--- src/design/lrst_pkg.sv ---
`timescale 1ns / 1ps
`default_nettype none
// ----------------------------------------------------------------------------
// lrst_pkg: shared types and constants for the range add / range sum block
// Field widths, controller states, datapath operations and status bundle.
// ----------------------------------------------------------------------------
package lrst_pkg;

  localparam int NumElementsDef = 1024;
  localparam int LeftW          = 10;
  localparam int RightW         = 11;
  localparam int ValueW         = 32;
  localparam int SumW           = 64;

  typedef enum logic [0:0] {
    ACT_ADD = 1'b0,
    ACT_SUM = 1'b1
  } action_t;

  typedef enum logic [3:0] {
    ST_CLEAR,
    ST_IDLE,
    ST_CHECK,
    ST_USET,
    ST_URD,
    ST_UWR,
    ST_QSET,
    ST_QRD,
    ST_QACC,
    ST_QMUL,
    ST_QFIN,
    ST_OUT
  } state_t;

  typedef enum logic [3:0] {
    OP_NONE,
    OP_CLEAR,
    OP_LOAD,
    OP_USETUP,
    OP_URD,
    OP_UWR,
    OP_PHASE,
    OP_QSETUP,
    OP_QRD,
    OP_QACC,
    OP_QMUL,
    OP_QFIN,
    OP_ZERO,
    OP_PUBLISH
  } dp_op_t;

  typedef struct packed {
    logic empty;
    logic is_sum;
    logic phase;
    logic p_zero;
    logic p_over;
    logic clr_last;
  } dp_status_t;

endpackage
`default_nettype wire

--- src/design/lrst_ctrl.sv ---
`timescale 1ns / 1ps
`default_nettype none
// ----------------------------------------------------------------------------
// lrst_ctrl: controller of the range add / range sum block
// Sequences clearing, tree walks and result hand-off; owns the handshakes.
// ----------------------------------------------------------------------------
module lrst_ctrl import lrst_pkg::*; (
  input  wire logic       clk,
  input  wire logic       rst_n,
  input  wire logic       in_valid,
  output logic            in_ready,
  output logic            out_valid,
  input  wire logic       out_ready,
  input  wire dp_status_t status,
  output dp_op_t          op
);

  state_t state_r, state_nxt;
  logic   out_valid_r, out_valid_nxt;

  always_ff @(posedge clk) begin
    if (!rst_n) begin
      state_r     <= ST_CLEAR;
      out_valid_r <= 1'b0;
    end else begin
      state_r     <= state_nxt;
      out_valid_r <= out_valid_nxt;
    end
  end

  always_comb begin
    state_nxt     = state_r;
    op            = OP_NONE;
    in_ready      = 1'b0;
    out_valid_nxt = out_valid_r && !out_ready;
    case (state_r)
      ST_CLEAR: begin
        op = OP_CLEAR;
        if (status.clr_last) state_nxt = ST_IDLE;
      end
      ST_IDLE: begin
        in_ready = 1'b1;
        if (in_valid) begin
          op        = OP_LOAD;
          state_nxt = ST_CHECK;
        end
      end
      ST_CHECK: begin
        if (status.empty) begin
          if (status.is_sum) begin
            op        = OP_ZERO;
            state_nxt = ST_OUT;
          end else begin
            state_nxt = ST_IDLE;
          end
        end else begin
          state_nxt = status.is_sum ? ST_QSET : ST_USET;
        end
      end
      ST_USET: begin
        op        = OP_USETUP;
        state_nxt = ST_URD;
      end
      ST_URD: begin
        if (status.p_over) begin
          if (status.phase) begin
            state_nxt = ST_IDLE;
          end else begin
            op        = OP_PHASE;
            state_nxt = ST_USET;
          end
        end else begin
          op        = OP_URD;
          state_nxt = ST_UWR;
        end
      end
      ST_UWR: begin
        op        = OP_UWR;
        state_nxt = ST_URD;
      end
      ST_QSET: begin
        op        = OP_QSETUP;
        state_nxt = ST_QRD;
      end
      ST_QRD: begin
        if (status.p_zero) begin
          state_nxt = ST_QMUL;
        end else begin
          op        = OP_QRD;
          state_nxt = ST_QACC;
        end
      end
      ST_QACC: begin
        op        = OP_QACC;
        state_nxt = ST_QRD;
      end
      ST_QMUL: begin
        op        = OP_QMUL;
        state_nxt = ST_QFIN;
      end
      ST_QFIN: begin
        op        = OP_QFIN;
        state_nxt = status.phase ? ST_OUT : ST_QSET;
      end
      ST_OUT: begin
        if (!out_valid_r || out_ready) begin
          op            = OP_PUBLISH;
          out_valid_nxt = 1'b1;
          state_nxt     = ST_IDLE;
        end
      end
      default: state_nxt = ST_IDLE;
    endcase
  end

  assign out_valid = out_valid_r;

endmodule
`default_nettype wire

--- config.mk ---
export PLATFORM = sky130hd
export DESIGN_NAME = lrst_ctrl
export DESIGN_NICKNAME = d
export VERILOG_FILES = /design/src/design/lrst_pkg.sv /design/src/design/lrst_ctrl.sv
export SDC_FILE = /design/constraint.sdc
export NUM_CORES = 1
export LEC_CHECK = 0
export BUFFER_PORTS_ARGS = -buffer_cell sky130_fd_sc_hd__buf_2
export CAP_MARGIN = 20
export CORE_MARGIN = 10
export CORE_UTILIZATION = 35
export DETAILED_ROUTE_END_ITERATION = 10
export SYNTH_ARGS = -nofsm -noshare
export SYNTH_HDL_FRONTEND = slang
export SYNTH_SLANG_ARGS = --single-unit
--- constraint.sdc ---
create_clock -name clk -period 1.5 [get_ports clk]
set_clock_uncertainty 0.15 [all_clocks]
set_input_delay 0.15 -clock clk [delete_from_list [all_inputs] [get_ports clk]]
set_output_delay 0.15 -clock clk [all_outputs]
set_load 0.02 [all_outputs]
==> results by group <==
Clock network
  • Clock tree root driver cell: clkbuf_4
  • Reg clk slew, reported paths: 0.04 ns
  • Sink count of the clock tree: 5
  • Number of buffers inserted during clock tree synthesis: 3
  • Clock tree from TritonCTS: built
  • Clock Path Buffers: 2
  • H-tree levels: 1
  • Worst skew pair latency: 0.24 ns

Setup path
  • Worst EP required: between 1 and 1.5 ns
  • Register-to-Register Setup Slack: 0.03 ns
  • Peak fanout along the critical path: 6
  • Type of element capturing the critical path: primary output
  • End of the worst register-to-register path: state_r[1]
  • Startpoint of the lowest-slack register-to-register path: state_r[3]
  • Kind of start point of the critical path: flop
  • CP cell instances: and2b_4 > a32oi_2 > o21ai_1 > buf_2
  • Worst Reg-to-Reg Cells: 5
  • Cell class contributing the biggest share of worst-path delay: compound AO/OA/AOI/OAI gates
  • Slowest stage cell on the critical path: dfxtp_2
  • Start-to-end type of the worst setup path: flop to primary output
  • Max stage delay on crit path: 0.34 ns
  • Critical path buffers and inverters: 1
  • Critical Path AT: roughly 1.3 ns

Layout
  • Multi-input gate area in the final layout: between 400 and 500 um^2
  • Number of antenna repair diodes: 0
  • Nets: 112
  • Fill cell instance count of the final layout: 154
  • Util after Layout: 0.546
  • Area occupied by registers: 114 um^2
  • Fraction of layout cells with a size suffix above 1: 0.475
  • Filler-free cell count of the finished design: between 100 and 150
  • Final design area excluding fillers: a little over 800 um^2
  • Synth-to-layout area growth: 47.6%

Min path
  • Number of stages on the worst hold path: 3
  • Worst hold path startpoint: status[0]
  • Hold worst-path end: state_r[0]
  • Worst hold path type: input port to flop

Detailed routing
  • Vias per cell: 5.40
  • Detailed Routing Iterations Pass 1: 4
  • Number of design-rule violations left by the first detailed-router iteration: 9
  • DRC violation count after routing: 0
  • Post-DRT Antenna Nets: 0
  • Wire length after detailed routing: 1.71 mm
  • Vias after detailed routing: approximately 630
  • Drt wl/cell: 14.6 um

Floorplanning
  • FP Rows: 14
  • Placeable core area: 1510 um^2
  • Die Y-Extent: 59.9 um
  • Die X: ~60 um
  • Overall die area: approximately 3600 um^2
  • I/O pin cnt: 16
  • Initial Utilization: 0.370

Synthesis
  • Cell variety after synth: 33
  • Leading post-synthesis cells by instance count: 12 x nand2_1, 8 x a21oi_1, 7 x nor2_1
  • Post-Synthesis Mean Instance Area: 7.33 um^2
  • Synth area leaders: dfxtp_1 18%, buf_6 8.1%, nand2_1 8.1%
  • Post-Syn Nets: 86
  • Share of synthesized area occupied by flip-flops and latches: 0.180
  • Flip-flop and latch count after synthesis: 5
  • Yosys top cell area share: 0.180
  • Number of warnings printed during yosys synthesis: 0
  • Top_reg_cell synth: dfxtp_1
  • Number of enable flip-flop cells after synthesis: 0
  • Post-Synthesis Cell Area: 557 um^2
  • Number of instances in the synthesized netlist: 76
  • Most frequent cell after synthesis: nand2_1
  • Proportion of synthesized flip-flops having asynchronous set or reset: 0
  • Top cell type by total area after synthesis: dfxtp_1

Timing
  • Number of hold violations in the final report: 0
  • Worst setup slack after layout: -0.116 ns
  • Post-Route Setup TNS: -0.360 ns
  • Fin crit period: approximately 1.6 ns
  • Worst max-slew margin expressed relative to the limit: 0.809
  • Final number of setup-violating endpoints: 4
  • Hold slack: 0.0352 ns
  • Ratio of final minimum period to clock period: 1.08
  • Maximum frequency from static timing analysis: about 620 MHz
  • Final max-slew violation count: 0
  • Worst slew pin tran: ~0.29 ns
  • Unrepaired setup endpoints after global routing: yes

Placed design
  • Worst slack after detailed placement: -0.0203 ns
  • Number of port buffers: 15
  • HPWL Detailed: about 1.3 mm
  • Cell total after placement: 110
  • Routability Congestion: roughly 0.8
  • DP Area: ~670 um^2

GRT
  • Maximum number of pins on one net before global-route repair: 13
  • Global-route wire length before repair: 2.83 mm
  • Met2 Track Usage GR: 0.151
  • Total overflow reported by the global router: 0
  • Number of antenna violations at the first check in global routing: 0
  • GRT Overall Usage: 0.0997
  • Vias in the first global route: 613
  • Met3 track demand over resource: 0.0339
  • Most utilized layer in the global route result: met2
  • Routing usage on met1: 0.122

Outcome
  • Outcome: finished with violations
  • Violations in the final reports: negative setup slack

Pwr
  • Leakage dissipation: 0.349 nW
  • Tot Pwr: 0.472 mW
  • Worst vdd ir: 0.382 mV
  • Power per cell area: between 500 and 600 nW/um^2

Flow run
  • MaxCap Viol Count: 0
-- kinds of logic (layout without fill, tap and decap cells) --
group	after synthesis	count (layout)	synth area share
AOI/OAI and AO/OA	25	25	0.310
xor gates and xnor gates	3	3	0.0472
buffers and inverters	6	31	0.0966
DFF	5	5	0.180
muxes	1	1	0.0180
and+or+nand+nor	36	36	0.348
-- cell usage in the layout (no fill, tap or decap), drive strengths merged, types with 2 or more instances in the layout --
master | synthesis | routed
xor2 | 2 | 2
o311a | 2 | 2
dfxtp | 5 | 5
a32oi | 2 | 2
nor2 | 8 | 8
nand3 | 3 | 3
nor2b | 2 | 2
o21ai | 8 | 8
nand2 | 12 | 12
nand2b | 2 | 2
a21oi | 8 | 8
and2b | 2 | 2
buf | 5 | 25
clkbuf | 0 | 4
-- what timing repair did --
item,4_1_cts,5_1_grt
endpoints found under the setup margin,6,5
buffers inserted,0,2
hold buffers,1,0
hold endpoints to repair,1,0
resized for setup,19,12
pin swaps,2,3
-- metal layers --
| metal | routed length, um | up-vias |
|---|---|---|
| met2 | 744 | 29 |
| met3 | 164 | 4 |
| met4 | 38 | 0 |
| li1 | - | 323 |
| met1 | 758 | 276 |
| met5 | 0 | - |
-- cell type report --
| type | instances | area share |
|---|---|---|
| timing repair buffer | 26 | 0.234 |
| sequential | 5 | 0.139 |
| clock buffer | 4 | 0.0320 |
| tap | 16 | 0.0244 |
| inverter | 1 | 0.00457 |
| multi-input combinational | 65 | 0.566 |
-- where the power goes --
| part | switching, mW | total [mW] | internal, mW |
|---|---|---|---|
| registers | 0.0140 | 0.150 | 0.136 |
| clock network | 0.0564 | 0.157 | 0.101 |
| logic | 0.0810 | 0.164 | 0.0831 |
-- registers in the layout (all words and copies together) (netlist names) --
| signal | flops |
|---|---|
| out_valid | 1 |
| state_r | 4 |
-- tightest hold or removal path: stages --
cell,delay [ns]
buf_2,0.07
o21ai_0,0.07
a21oi_1,0.10
-- worst max-delay path by stage --
stage               slack, ns  cells after the start    end       start
CTS                     -0.15                      4  op[2]   out_valid
detailed placement      -0.02                      4  op[3]  state_r[1]
global placement         0.02                      4  op[3]  state_r[1]
floorplan                0.01                      3  op[2]   out_valid
finish                  -0.12                      4  op[1]  state_r[3]
global route            -0.18                      4  op[0]   out_valid
Power figures use the tool's default switching activity.
